[config.mk]
export PLATFORM = sky130hd
export DESIGN_NAME = bsp_front
export DESIGN_NICKNAME = d
export VERILOG_FILES = /design/src/hw/rtl/bsp_pkg.sv /design/src/hw/rtl/bsp_front.sv
export SDC_FILE = /design/constraint.sdc
export NUM_CORES = 2
export LEC_CHECK = 0
export BUFFER_PORTS_ARGS = -buffer_cell sky130_fd_sc_hd__buf_2
export CORE_MARGIN = 8
export CORE_UTILIZATION = 65
export CTS_BUF_LIST = sky130_fd_sc_hd__clkbuf_4
export DETAILED_ROUTE_END_ITERATION = 8
export GPL_TIMING_DRIVEN = 1
export PLACE_DENSITY = 0.85
export SETUP_SLACK_MARGIN = 0.3
export SLEW_MARGIN = 20
export SYNTH_ARGS = -nofsm -noshare
export SYNTH_HDL_FRONTEND = slang
export SYNTH_SLANG_ARGS = --single-unit
[constraint.sdc]
create_clock -name i_clk -period 25.4 [get_ports i_clk]
set_input_delay 1.27 -clock i_clk [delete_from_list [all_inputs] [get_ports i_clk]]
set_output_delay 1.27 -clock i_clk [all_outputs]
set_load 0.02 [all_outputs]
[src/hw/rtl/bsp_pkg.sv]
// ----------------------------------------------------------------------------
// B-spline evaluator package
// Shared types, constants and arithmetic helpers of the B-spline evaluator.
// ----------------------------------------------------------------------------
package bsp_pkg;

    localparam int MAX_POINTS = 256;
    localparam int FRAC_BITS  = 16;
    localparam int ADDR_W     = $clog2(MAX_POINTS);
    localparam int BANKS      = 4;
    localparam int BANK_AW    = ADDR_W - 2;
    localparam int BANK_DEPTH = MAX_POINTS / BANKS;
    localparam logic [16:0] ONE = 17'd65536;

    typedef enum logic [1:0] {
        REG_DEGREE   = 2'd0,
        REG_COUNT    = 2'd1,
        REG_INV_SPAN = 2'd2
    } t_reg_idx;

    typedef enum logic {
        OP_WRITE = 1'b0,
        OP_EVAL  = 1'b1
    } t_op;

    typedef logic signed [31:0] t_coord;
    typedef logic signed [17:0] t_wgt;
    typedef logic signed [18:0] t_der;

    typedef struct packed {
        t_coord z;
        t_coord y;
        t_coord x;
    } t_point;

    typedef struct packed {
        logic [1:0]  degree;
        logic [8:0]  count;
        logic [31:0] inv_span;
    } t_cfg;

    // Span geometry leaving the front stages.
    typedef struct packed {
        logic              op;
        logic              bad;
        logic [ADDR_W-1:0] idx;
        t_point            pt;
        logic [16:0]       x;
        logic [16:0]       ix;
        logic [16:0]       x2;
        logic [16:0]       ix2;
        logic [ADDR_W-1:0] base;
    } t_geo;

    // Basis weights and the control points they apply to.
    typedef struct packed {
        logic         bad;
        t_wgt [3:0]   w;
        t_der [3:0]   d;
        t_point [3:0] pt;
    } t_basis;

    // Truncating divide by six for values below 2^19.
    function automatic logic [16:0] div6(input logic [19:0] v);
        logic [37:0] m;
        m = v * 18'd174763;
        return m[36:20];
    endfunction

    // Signed halving that truncates toward zero.
    function automatic logic signed [19:0] half_trunc(input logic signed [20:0] v);
        logic signed [20:0] t;
        t = v + 21'(v[20]);
        return t[20:1];
    endfunction

    function automatic t_coord sat32(input logic signed [48:0] v);
        if (&v[48:31] || ~|v[48:31]) begin
            return v[31:0];
        end
        return v[48] ? 32'sh8000_0000 : 32'sh7fff_ffff;
    endfunction

endpackage

[src/hw/rtl/bsp_front.sv]
// ----------------------------------------------------------------------------
// B-spline front stages
// Time scaling, parameter clamp, span select and fraction squares.
// ----------------------------------------------------------------------------
module bsp_front
    import bsp_pkg::*;
(
    input  logic              i_clk,
    input  logic [2:0]        i_en,
    input  t_cfg              i_cfg,
    input  logic              i_op,
    input  logic [ADDR_W-1:0] i_idx,
    input  t_point            i_pt,
    input  logic [31:0]       i_time,
    output t_geo              o_geo
);

    logic [63:0]       r1_prod;
    logic              r1_op;
    logic [ADDR_W-1:0] r1_idx;
    t_point            r1_pt;
    t_geo              r2_geo;
    t_geo              r3_geo;

    logic [63:0] n1_prod;
    logic [8:0]  cnt;
    logic [8:0]  span_lim;
    logic [47:0] s_raw;
    logic [47:0] lim;
    logic [24:0] s_clamp;
    logic [24:0] e;
    logic [8:0]  k_raw;
    logic [8:0]  k_hi;
    logic [8:0]  k;
    logic [24:0] x_full;
    t_geo        n2_geo;
    t_geo        n3_geo;
    logic [33:0] sq_x;
    logic [33:0] sq_ix;

    assign n1_prod = i_time * i_cfg.inv_span;

    always_comb begin
        cnt      = (i_cfg.count > 9'(MAX_POINTS)) ? 9'(MAX_POINTS) : i_cfg.count;
        span_lim = cnt - 9'(i_cfg.degree);
        s_raw    = r1_prod[63:FRAC_BITS];
        lim      = {23'd0, span_lim, 16'd0};
        s_clamp  = (s_raw > lim) ? lim[24:0] : s_raw[24:0];
        e        = s_clamp + {7'd0, i_cfg.degree, 16'd0};
        k_raw    = e[24:16];
        k_hi     = (k_raw > cnt - 9'd1) ? cnt - 9'd1 : k_raw;
        k        = (k_hi < 9'(i_cfg.degree)) ? 9'(i_cfg.degree) : k_hi;
        x_full   = e - {k, 16'd0};
        n2_geo      = '0;
        n2_geo.op   = r1_op;
        n2_geo.bad  = (i_cfg.degree == 2'd0) || (cnt <= 9'(i_cfg.degree));
        n2_geo.idx  = r1_idx;
        n2_geo.pt   = r1_pt;
        n2_geo.x    = x_full[16:0];
        n2_geo.ix   = ONE - x_full[16:0];
        n2_geo.base = ADDR_W'(k - 9'(i_cfg.degree));
        sq_x  = r2_geo.x * r2_geo.x;
        sq_ix = r2_geo.ix * r2_geo.ix;
        n3_geo     = r2_geo;
        n3_geo.x2  = sq_x[32:16];
        n3_geo.ix2 = sq_ix[32:16];
    end

    always_ff @(posedge i_clk) begin
        if (i_en[0]) begin
            r1_prod <= n1_prod;
            r1_op   <= i_op;
            r1_idx  <= i_idx;
            r1_pt   <= i_pt;
        end
        if (i_en[1]) begin
            r2_geo <= n2_geo;
        end
        if (i_en[2]) begin
            r3_geo <= n3_geo;
        end
    end

    assign o_geo = r3_geo;

endmodule

==> metrics.log <==
INFO  metric run_status = completed
INFO  metric syn-instance-count = 6,109
INFO  metric drt_first_iter_violations = 3,707
INFO  metric finish.net_count = 8,330
INFO  metric dp.final_hpwl = 118,000 um
INFO  metric numCtsBuffers = 109
INFO  metric core_area = 96,900 um2
INFO  metric grt_first_pass_wirelength = 254,000 um
INFO  metric async_flop_share = 0%
INFO  metric synth_top_cells_by_area = sky130_fd_sc_hd__fa_1 40%, sky130_fd_sc_hd__edfxtp_1 23%, sky130_fd_sc_hd__ha_1 9.8%
INFO  metric syn-cell-area = 63,600 um2
INFO  metric ant_nets = 0
INFO  metric initial_core_util = 65.6%
INFO  metric post_route_cells_drive_above_1_share = 9.06%
INFO  metric cap_violations = 0
INFO  metric drc = 0
INFO  metric timing.max_slew.rel_slack = 26.8%
INFO  metric worst_ep_arrival_time = 11.08 ns
INFO  metric post-route-worst-setup-slack = 14.90 ns
INFO  metric gp_routability_congestion = 0.894
INFO  metric post_drt_via_cell_ratio = 5.67
INFO  metric clkTransAtPathRegs = 0.08 ns
INFO  metric fmax = 95.3 MHz
INFO  metric die_x = 329 um
INFO  metric worstSetupPathType = in2reg
INFO  metric critical-path-slowest-cell = sky130_fd_sc_hd__a21oi_4
INFO  metric via_count = 43,900
INFO  metric later_pin_clock_latency_in_the_skew_report = 0.95 ns
INFO  metric dieHeight = 329 um
INFO  metric track_usage = 30.2%
INFO  metric pin_count = 366
INFO  metric wire_per_inst = 20.8 um
INFO  metric gr-total-overflow = 0
INFO  metric cts_num_sinks = 481
INFO  metric synthDominantCellAreaShare = 40.3%
INFO  metric root_buffer = sky130_fd_sc_hd__clkbuf_4
INFO  metric cp_max_fo = 33
INFO  metric antenna_found_initial = 25
INFO  metric clock_tree.htree_level_count = 3
INFO  metric finalSetupViolCount = 0
INFO  metric synth-seq-cells = 481
INFO  metric io_buffer_count = 365
INFO  metric avgSynthCellArea = 10.4 um2
INFO  metric synth_fp_nets = 8,070
INFO  metric wirelength_routed = 161,000 um
INFO  metric required = 25.98 ns
INFO  metric drv_slew = 0
INFO  metric floorplan.rows = 114
INFO  metric design.die.area = 108,000 um2
INFO  metric number_of_flops_mapped_to_enable_cells_by_yosys = 481
INFO  metric synth-seq-area-share = 22.7%
INFO  metric post-route-period-util = 41.3%
INFO  metric cts_buffer_depth = 3
INFO  metric post_synth_num_cell_types = 68
INFO  metric vias_in_the_first_global_route = 48,700
INFO  metric synth-warning-count = 0
INFO  metric tightest_slew = 1.10 ns
INFO  metric fin_setup_tns = 0 ns
INFO  metric yosys_most_used_dff = sky130_fd_sc_hd__edfxtp_1
INFO  metric layout_commonest_cell = sky130_fd_sc_hd__inv_1
INFO  metric cts_tree = yes
INFO  metric postCtsSetupRepairBufs = 0
INFO  metric pin_count_of_the_biggest_net_entering_global_routing = 91
INFO  metric hold_path.class = reg2reg
INFO  metric crit_path_time_final = 10.50 ns
INFO  metric place_worst_setup_slack = 13.74 ns
INFO  metric cts-resized-gates = 0
INFO  metric synthDominantAreaCellType = sky130_fd_sc_hd__fa_1
INFO  metric slowest_delay = 0.68 ns
INFO  metric drt_first_pass_iters = 5
INFO  metric layout-area-overhead-vs-synth = 6.66%
INFO  metric timing_hold_violations_final = 0
INFO  metric critPathCaptureType = register
INFO  metric holdBufCountCts = 0
INFO  metric critical-path-top-cell-by-count = sky130_fd_sc_hd__inv_1
INFO  metric cp-start-kind = primary input
INFO  metric most-common-layout-cells = 1,556 x sky130_fd_sc_hd__inv_1, 1,278 x sky130_fd_sc_hd__fa_1, 992 x sky130_fd_sc_hd__nand2_1
INFO  metric clock_skew = 0.124 ns
INFO  metric rsz0062_at_grt = false
==> stage by stage <==
| step | util [%] | hold slack, ns | instance area (um2) | cells |
|---|---|---|---|---|
| finish | 70.0 | 0.343 | 67800 | 7746 |
| global route | 70.0 | 0.332 | 67800 | 7743 |
| CTS | 69.9 | 0.347 | 67700 | 7723 |
| detailed placement | 68.5 | 0.405 | 66300 | 7534 |
| global placement | 68.5 | 0.400 | 66300 | 7534 |
| floorplan | - | 0.400 | 63600 | 6109 |
==> per-layer routing <==
metal,global-route usage (%),share of wire [%]
met1,36.2,35
met2,51.4,50
met3,7.40,11
met4,14.3,5.0
met5,0,0.0081
==> final cells by class <==
type                            count  area (um2)
Antenna cell                       23        57.6
Clock buffer                      148        1110
Clock inverter                     41         309
Fill cell                        6777       29100
Inverter                         1557        5840
Multi-Input combinational cell   3822       42300
Sequential cell                   481       14400
Tap cell                         1276        1600
Timing Repair Buffer              398        2090
==> state kept, by name (all words and copies together), names as in the netlist <==
register and cells:
o_geo 181, n3_geo 147, n2_geo 96, r1_prod 48, r1_idx 8, r1_op 1
==> path summary, 6_finish.rpt <==
check	depth (start not counted)	from	to	slack [ns]
max	40	i_cfg[40]	n3_geo[4]	14.90
min reg2reg	0	n3_geo[112]	o_geo[112]	0.34
max reg2reg	30	r1_prod[18]	n3_geo[4]	16.53
min	0	n3_geo[112]	o_geo[112]	0.34
==> critical path, delay by kind of cell <==
family,cells,cell delay [ns]
adders and majority gates,7,2.30
muxes,4,0.95
AOI/OAI and AO/OA,8,2.28
xor gates and xnor gates,2,0.33
and+or+nand+nor,11,2.82
buffers and inverters,8,1.11
==> cell families (layout without fill, tap and decap cells) <==
family / after synthesis / after routing / share of synthesized area (%)
buffers and inverters: 1806 / 2144 / 10.7
adders and majority gates: 1777 / 1777 / 50.1
and+or+nand+nor: 1632 / 1632 / 11.7
DFF: 481 / 481 / 22.7
AOI/OAI and AO/OA: 262 / 262 / 2.69
xor gates and xnor gates: 137 / 137 / 1.89
muxes: 14 / 14 / 0.228
other: 0 / 23 / 0
==> synthesized netlist by cell type, drive strengths merged (3+ instances only) <==
cell type  count
nand2        992
a211oi         4
ha           499
nand4         23
nor2b         27
a32oi          3
mux2i         10
nor3          33
o32ai          4
nand3         22
o211ai         5
fa          1278
o21a          18
a21o          45
o21ai         49
and2         354
xnor2         92
o21bai         6
xor2          45
and3          15
nand2b        12
clkbuf       247
a211o          4
inv         1556
a31oi          7
o31ai          5
or2            6
a22oi          4
and4           4
nor4          13
edfxtp       481
a21oi         80
or3            4
nor2         111
or4            8
mux2           4
Power is left out: the tool's default activity adds up to more than one toggle a clock period on the data nets, which glitch-free logic cannot reach.
