==> config.mk <==
export PLATFORM = sky130hd
export DESIGN_NAME = bsp_basis
export DESIGN_NICKNAME = d
export VERILOG_FILES = /design/src/hw/rtl/bsp_pkg.sv /design/src/hw/rtl/bsp_basis.sv
export SDC_FILE = /design/constraint.sdc
export NUM_CORES = 2
export LEC_CHECK = 0
export BUFFER_PORTS_ARGS = -buffer_cell sky130_fd_sc_hd__buf_2
export CAP_MARGIN = 10
export CORE_AREA = 8 8 440 442
export DETAILED_ROUTE_END_ITERATION = 8
export DIE_AREA = 0 0 448 450
export GPL_TIMING_DRIVEN = 0
export PLACE_DENSITY_LB_ADDON = 0.12
export SYNTH_ARGS = -nofsm -noshare
export SYNTH_HDL_FRONTEND = slang
export SYNTH_SLANG_ARGS = --single-unit
==> constraint.sdc <==
create_clock -name i_clk -period 28.9 [get_ports i_clk]
set_input_delay 5.78 -clock i_clk [delete_from_list [all_inputs] [get_ports i_clk]]
set_output_delay 5.78 -clock i_clk [all_outputs]
set_load 0.05 [all_outputs]
==> src/hw/rtl/bsp_pkg.sv <==
// ----------------------------------------------------------------------------
// B-spline evaluator package
// Shared types, constants and arithmetic helpers of the B-spline evaluator.
// ----------------------------------------------------------------------------
package bsp_pkg;

    localparam int MAX_POINTS = 256;
    localparam int FRAC_BITS  = 16;
    localparam int ADDR_W     = $clog2(MAX_POINTS);
    localparam int BANKS      = 4;
    localparam int BANK_AW    = ADDR_W - 2;
    localparam int BANK_DEPTH = MAX_POINTS / BANKS;
    localparam logic [16:0] ONE = 17'd65536;

    typedef enum logic [1:0] {
        REG_DEGREE   = 2'd0,
        REG_COUNT    = 2'd1,
        REG_INV_SPAN = 2'd2
    } t_reg_idx;

    typedef enum logic {
        OP_WRITE = 1'b0,
        OP_EVAL  = 1'b1
    } t_op;

    typedef logic signed [31:0] t_coord;
    typedef logic signed [17:0] t_wgt;
    typedef logic signed [18:0] t_der;

    typedef struct packed {
        t_coord z;
        t_coord y;
        t_coord x;
    } t_point;

    typedef struct packed {
        logic [1:0]  degree;
        logic [8:0]  count;
        logic [31:0] inv_span;
    } t_cfg;

    // Span geometry leaving the front stages.
    typedef struct packed {
        logic              op;
        logic              bad;
        logic [ADDR_W-1:0] idx;
        t_point            pt;
        logic [16:0]       x;
        logic [16:0]       ix;
        logic [16:0]       x2;
        logic [16:0]       ix2;
        logic [ADDR_W-1:0] base;
    } t_geo;

    // Basis weights and the control points they apply to.
    typedef struct packed {
        logic         bad;
        t_wgt [3:0]   w;
        t_der [3:0]   d;
        t_point [3:0] pt;
    } t_basis;

    // Truncating divide by six for values below 2^19.
    function automatic logic [16:0] div6(input logic [19:0] v);
        logic [37:0] m;
        m = v * 18'd174763;
        return m[36:20];
    endfunction

    // Signed halving that truncates toward zero.
    function automatic logic signed [19:0] half_trunc(input logic signed [20:0] v);
        logic signed [20:0] t;
        t = v + 21'(v[20]);
        return t[20:1];
    endfunction

    function automatic t_coord sat32(input logic signed [48:0] v);
        if (&v[48:31] || ~|v[48:31]) begin
            return v[31:0];
        end
        return v[48] ? 32'sh8000_0000 : 32'sh7fff_ffff;
    endfunction

endpackage

==> src/hw/rtl/bsp_basis.sv <==
// ----------------------------------------------------------------------------
// B-spline basis stages
// Cubes of the fraction, then position and derivative weights per degree.
// ----------------------------------------------------------------------------
module bsp_basis
    import bsp_pkg::*;
(
    input  logic         i_clk,
    input  logic [1:0]   i_en,
    input  t_cfg         i_cfg,
    input  t_geo         i_geo,
    input  t_point [3:0] i_rd,
    output t_basis       o_basis
);

    logic [16:0] r4_x, r4_ix, r4_x2, r4_ix2, r4_x3, r4_ix3;
    logic [1:0]  r4_base;
    logic        r4_bad;
    t_basis      r5_basis;

    logic [33:0]        cube_x;
    logic [33:0]        cube_ix;
    t_basis             n5;
    logic [19:0]        acc_i;
    logic [19:0]        acc_x;
    logic signed [20:0] d1_raw;
    logic signed [20:0] d2_raw;
    logic [1:0]         sel;

    always_comb begin
        cube_x  = i_geo.x2 * i_geo.x;
        cube_ix = i_geo.ix2 * i_geo.ix;
    end

    always_comb begin
        n5     = '0;
        n5.bad = r4_bad;
        acc_i  = 20'(ONE) + 20'd3 * (20'(r4_ix) + 20'(r4_ix2) - 20'(r4_ix3));
        acc_x  = 20'(ONE) + 20'd3 * (20'(r4_x) + 20'(r4_x2) - 20'(r4_x3));
        d1_raw = 21'sd3 * $signed({4'd0, r4_ix2}) - 21'sd2 * $signed({4'd0, r4_ix})
                 - $signed({4'd0, ONE});
        d2_raw = $signed({4'd0, ONE}) + 21'sd2 * $signed({4'd0, r4_x})
                 - 21'sd3 * $signed({4'd0, r4_x2});
        unique case (i_cfg.degree)
            2'd1: begin
                n5.w[0] = 18'(r4_ix);
                n5.w[1] = 18'(r4_x);
                n5.d[0] = -$signed({2'd0, ONE});
                n5.d[1] = $signed({2'd0, ONE});
            end
            2'd2: begin
                n5.w[0] = 18'(r4_ix2 >> 1);
                n5.w[1] = 18'(ONE >> 1) + 18'(r4_x) - 18'(r4_x2);
                n5.w[2] = 18'(r4_x2 >> 1);
                n5.d[0] = -$signed({2'd0, r4_ix});
                n5.d[1] = $signed({2'd0, ONE}) - 19'sd2 * $signed({2'd0, r4_x});
                n5.d[2] = $signed({2'd0, r4_x});
            end
            2'd3: begin
                n5.w[0] = 18'(div6({3'd0, r4_ix3}));
                n5.w[1] = 18'(div6(acc_i));
                n5.w[2] = 18'(div6(acc_x));
                n5.w[3] = 18'(div6({3'd0, r4_x3}));
                n5.d[0] = -$signed({2'd0, r4_ix2 >> 1});
                n5.d[1] = 19'(half_trunc(d1_raw));
                n5.d[2] = 19'(half_trunc(d2_raw));
                n5.d[3] = $signed({2'd0, r4_x2 >> 1});
            end
            default: begin
                n5.w = '0;
                n5.d = '0;
            end
        endcase
        // Rows past the degree carry zero weight; zero their points as well.
        for (int j = 0; j < 4; j++) begin
            sel = r4_base + 2'(j);
            n5.pt[j] = (j <= int'(i_cfg.degree)) ? i_rd[sel] : '0;
        end
    end

    always_ff @(posedge i_clk) begin
        if (i_en[0]) begin
            r4_x    <= i_geo.x;
            r4_ix   <= i_geo.ix;
            r4_x2   <= i_geo.x2;
            r4_ix2  <= i_geo.ix2;
            r4_x3   <= cube_x[32:16];
            r4_ix3  <= cube_ix[32:16];
            r4_base <= i_geo.base[1:0];
            r4_bad  <= i_geo.bad;
        end
        if (i_en[1]) begin
            r5_basis <= n5;
        end
    end

    assign o_basis = r5_basis;

endmodule

==> results.txt <==
----------------------------------------------------
[Outcome]
  Outcome ... finished, final reports clean

[Place]
  Count of buffers from port buffering ... 983
  Estimated wirelength of the detail-placed design ... 255 mm
  GP Congestion ... 0.983

[STA]
  Max Slew Vio Count ... 0
  Shortest clock period the worst path allows after layout ... 13.11 ns
  Final Cycle Share ... 45.4%
  Setup repair after global routing missed its margin ... false
  Worst Tran Pin Value ... 1.31 ns
  Number of failing hold endpoints at the final stage ... 0
  Number of setup violations in the final report ... 0
  Highest Clock Rate ... 0.0763 GHz
  Setup TNS after final layout ... 0 ns
  Relative slew slack ... 12.7%
  Skew final ... 0.0642 ns

[Detailed routing]
  Iteration-0 DRC count of the detailed router ... 5071
  Final routed DRC violation total ... 0
  Wire length per cell ... 28.2 um
  Post-detailed-routing wire length ... 304 mm
  Count of antenna-violating nets left after detailed routing ... 0
  Initial DRT Pass Iterations ... 5
  Via Count ... 59043
  Average via count per standard cell ... 5.47

[Global route]
  GR Overflow Total ... 0
  Number of antenna violations at the first check in global routing ... 106
  Vias in the first global route ... 60548
  First-pass GRT wire length ... 433 mm
  Total routing usage reported by global routing ... 29.6%
  Largest net degree at the start of global routing ... 126

[Setup path]
  Arrival time of the worst setup path ... 13.66 ns
  Worst setup EP type ... flop
  Worst EP required ... 29.45 ns
  Setup Crit Path Kind ... in2reg
  Launching instance or port of the critical path ... i_geo[17]
  Max Fanout on Critical Path ... 10
  Startpoint of the worst register-to-register path ... r4_ix2[1]
  Startpoint kind of the worst setup timing path ... input pin

[Min path]
  Path category of the worst min-delay check ... reg2reg
  Startpoint of the worst hold path ... r4_bad

[Clock network]
  Later-pin clock latency in the skew report ... 0.72 ns
  Buffers inserted during post-CTS setup optimization ... 0
  Number of gates resized after CTS ... 0
  Number of hold-repair buffers added at the cts stage ... 0
  Clock root buffer ... clkbuf_16
  Worst-path clk slew ... 0.07 ns
  Number of buffers added by the clock tree synthesis step ... 79
  Maximum level of the CTS H-tree ... 3
  Maximum clock insertion buffer count ... 3
  Count of clock tree sinks ... 630
  Clock tree from TritonCTS ... yes

[Synthesis]
  Syn Inst Count ... 7075
  Ys flop type ... edfxtp_1
  Share of synthesized registers carrying an async set or reset ... 0%
  Top post-synthesis cells by area ... edfxtp_1 24%, fa_1 24%, ha_1 15%
  Top cell type's share of synthesized area ... 23.9%
  Number of synthesized flops with an enable pin ... 630
  Number of warning messages in the yosys log ... 0
  Number of storage elements in the synthesis netlist ... 630
  Post-Synthesis Cell Area ... 0.0790 sq mm
  Sequential cell area fraction in the yosys report ... 23.9%
  Number of distinct library cells after synthesis ... 83
  Synth Area per Inst ... 11.2 sq um
  Library cell occupying the most area in the post-synthesis netlist ... edfxtp_1

[Floorplanning]
  Starting Density ... 42.4%
  Ports ... 1145
  Width of the die ... 448 um
  Std-Cell Core Area ... 0.187 sq mm
  Row cnt ... 159
  Vertical die dimension ... 450 um
  Area enclosed by the die boundary ... 0.202 sq mm

[Finish]
  Count of nets after finishing ... 10660
  Commonest non-fill, non-tap cell in the layout ... inv_1
  Fraction of final layout cells with drive strength greater than 1 ... 18.9%
  Number of fill cells ... 17480
  P&R area growth vs syn ... 14.1%
  Highest-count cells in the layout ignoring fill and taps ... 1477 x inv_1, 982 x buf_2, 962 x ha_1, 929 x fa_1, 630 x edfxtp_1
  Flip-flop and latch area ... 0.0189 sq mm
  Area occupied by multi-input gates ... 0.0536 sq mm

[Flow run]
  Max-capacitance violation count ... 0

----------------------------------------------------
-- cell usage after synthesis (all sizes together) (23+ instances only) --
library cell	number
inv	1477
ha	962
fa	929
edfxtp	630
nand2	498
mux4	384
and2	302
nor2b	228
nor2	210
clkbuf	208
xnor2	186
a21oi	171
o21ai	127
xor2	81
a21o	72
nor3	72
nand3	53
buf	51
o21a	35
nand2b	34
and3	27
a211oi	25
a31oi	24
o22ai	23
or3	23
-- registers in the layout, indices dropped and copies added (netlist names) --
signal	flops
r4_x	17
r4_x3	17
o_basis	525
r4_ix	17
r4_base	2
r4_ix2	17
r4_x2	17
r4_ix3	17
r4_bad	1
-- cells by family after synthesis --
| group | count (synthesis) | synth area share, % |
|---|---|---|
| and+or+nand+nor | 1524 | 9.72 |
| buffers and inverters | 1736 | 8.28 |
| AOI/OAI and AO/OA | 622 | 5.11 |
| muxes | 403 | 11.2 |
| other | 1 | 0.00474 |
| DFF | 630 | 23.9 |
| xor gates and xnor gates | 268 | 3.00 |
| adders and majority gates | 1891 | 38.8 |
-- area by class of cell --
class,instances,share of cell area (%)
Multi-Input combinational cell,4716,59.4
Sequential cell,630,21.0
Antenna cell,79,0.219
Clock inverter,57,0.709
Timing Repair Buffer,994,5.72
Buffer,259,1.11
Inverter,1477,6.15
Tap cell,2495,3.46
Clock buffer,88,2.23
-- stage by stage --
| step | area (sq um) | hold WS (ns) | std cells | utilization, % | worst slack, ns |
|---|---|---|---|---|---|
| floorplan | 79100 | 0.400 | 7082 | - | 17.13 |
| global placement | 87100 | 0.402 | 10560 | 46.7 | 13.24 |
| detailed placement | 87300 | 0.417 | 10569 | 46.8 | 15.08 |
| CTS | 90000 | 0.433 | 10714 | 48.2 | 15.84 |
| global route | 90100 | 0.456 | 10755 | 48.3 | 15.46 |
| finish | 90200 | 0.442 | 10795 | 48.3 | 15.79 |
-- layer usage --
| metal | share of wire [%] | vias to the layer above | global-route usage (%) | wire (um) |
|---|---|---|---|---|
| met5 | 0.067 | - | 0 | 203 |
| met4 | 6.6 | 34 | 16.6 | 19900 |
| met3 | 7.6 | 604 | 5.17 | 23000 |
| met2 | 48 | 2650 | 49.5 | 147000 |
| met1 | 37 | 29862 | 36.1 | 114000 |
| li1 | - | 25893 | - | - |
-- worst max-delay path, cell delays in order --
cell and delay [ns]:
buf_2 0.11, clkbuf_1 0.57, clkbuf_1 0.59, nand2_1 0.17, fa_1 0.57, inv_1 0.05
fa_1 0.50, inv_1 0.06, fa_1 0.50, inv_1 0.06, fa_1 0.53, inv_1 0.05
fa_1 0.50, inv_1 0.05, fa_1 0.48, ha_1 0.21, nor3_1 0.40, o211ai_1 0.29
a311oi_1 0.82, nor3_1 0.21, o31ai_1 0.48, nor2b_1 0.11, o21ai_0 0.28, a21oi_1 0.11
a31oi_1 0.15
-- final timing paths --
| kind | to | slack, ns | depth (start not counted) |
|---|---|---|---|
| worst min-delay path | o_basis[532] | 0.44 | 0 |
| worst min register to register | o_basis[532] | 0.44 | 0 |
| worst max register to register | o_basis[494] | 16.42 | 41 |
| worst max-delay path | r4_ix3[16] | 15.79 | 25 |
Power is not shown: default switching activity piles up to over one toggle a cycle in this logic, so the estimate is an artifact.
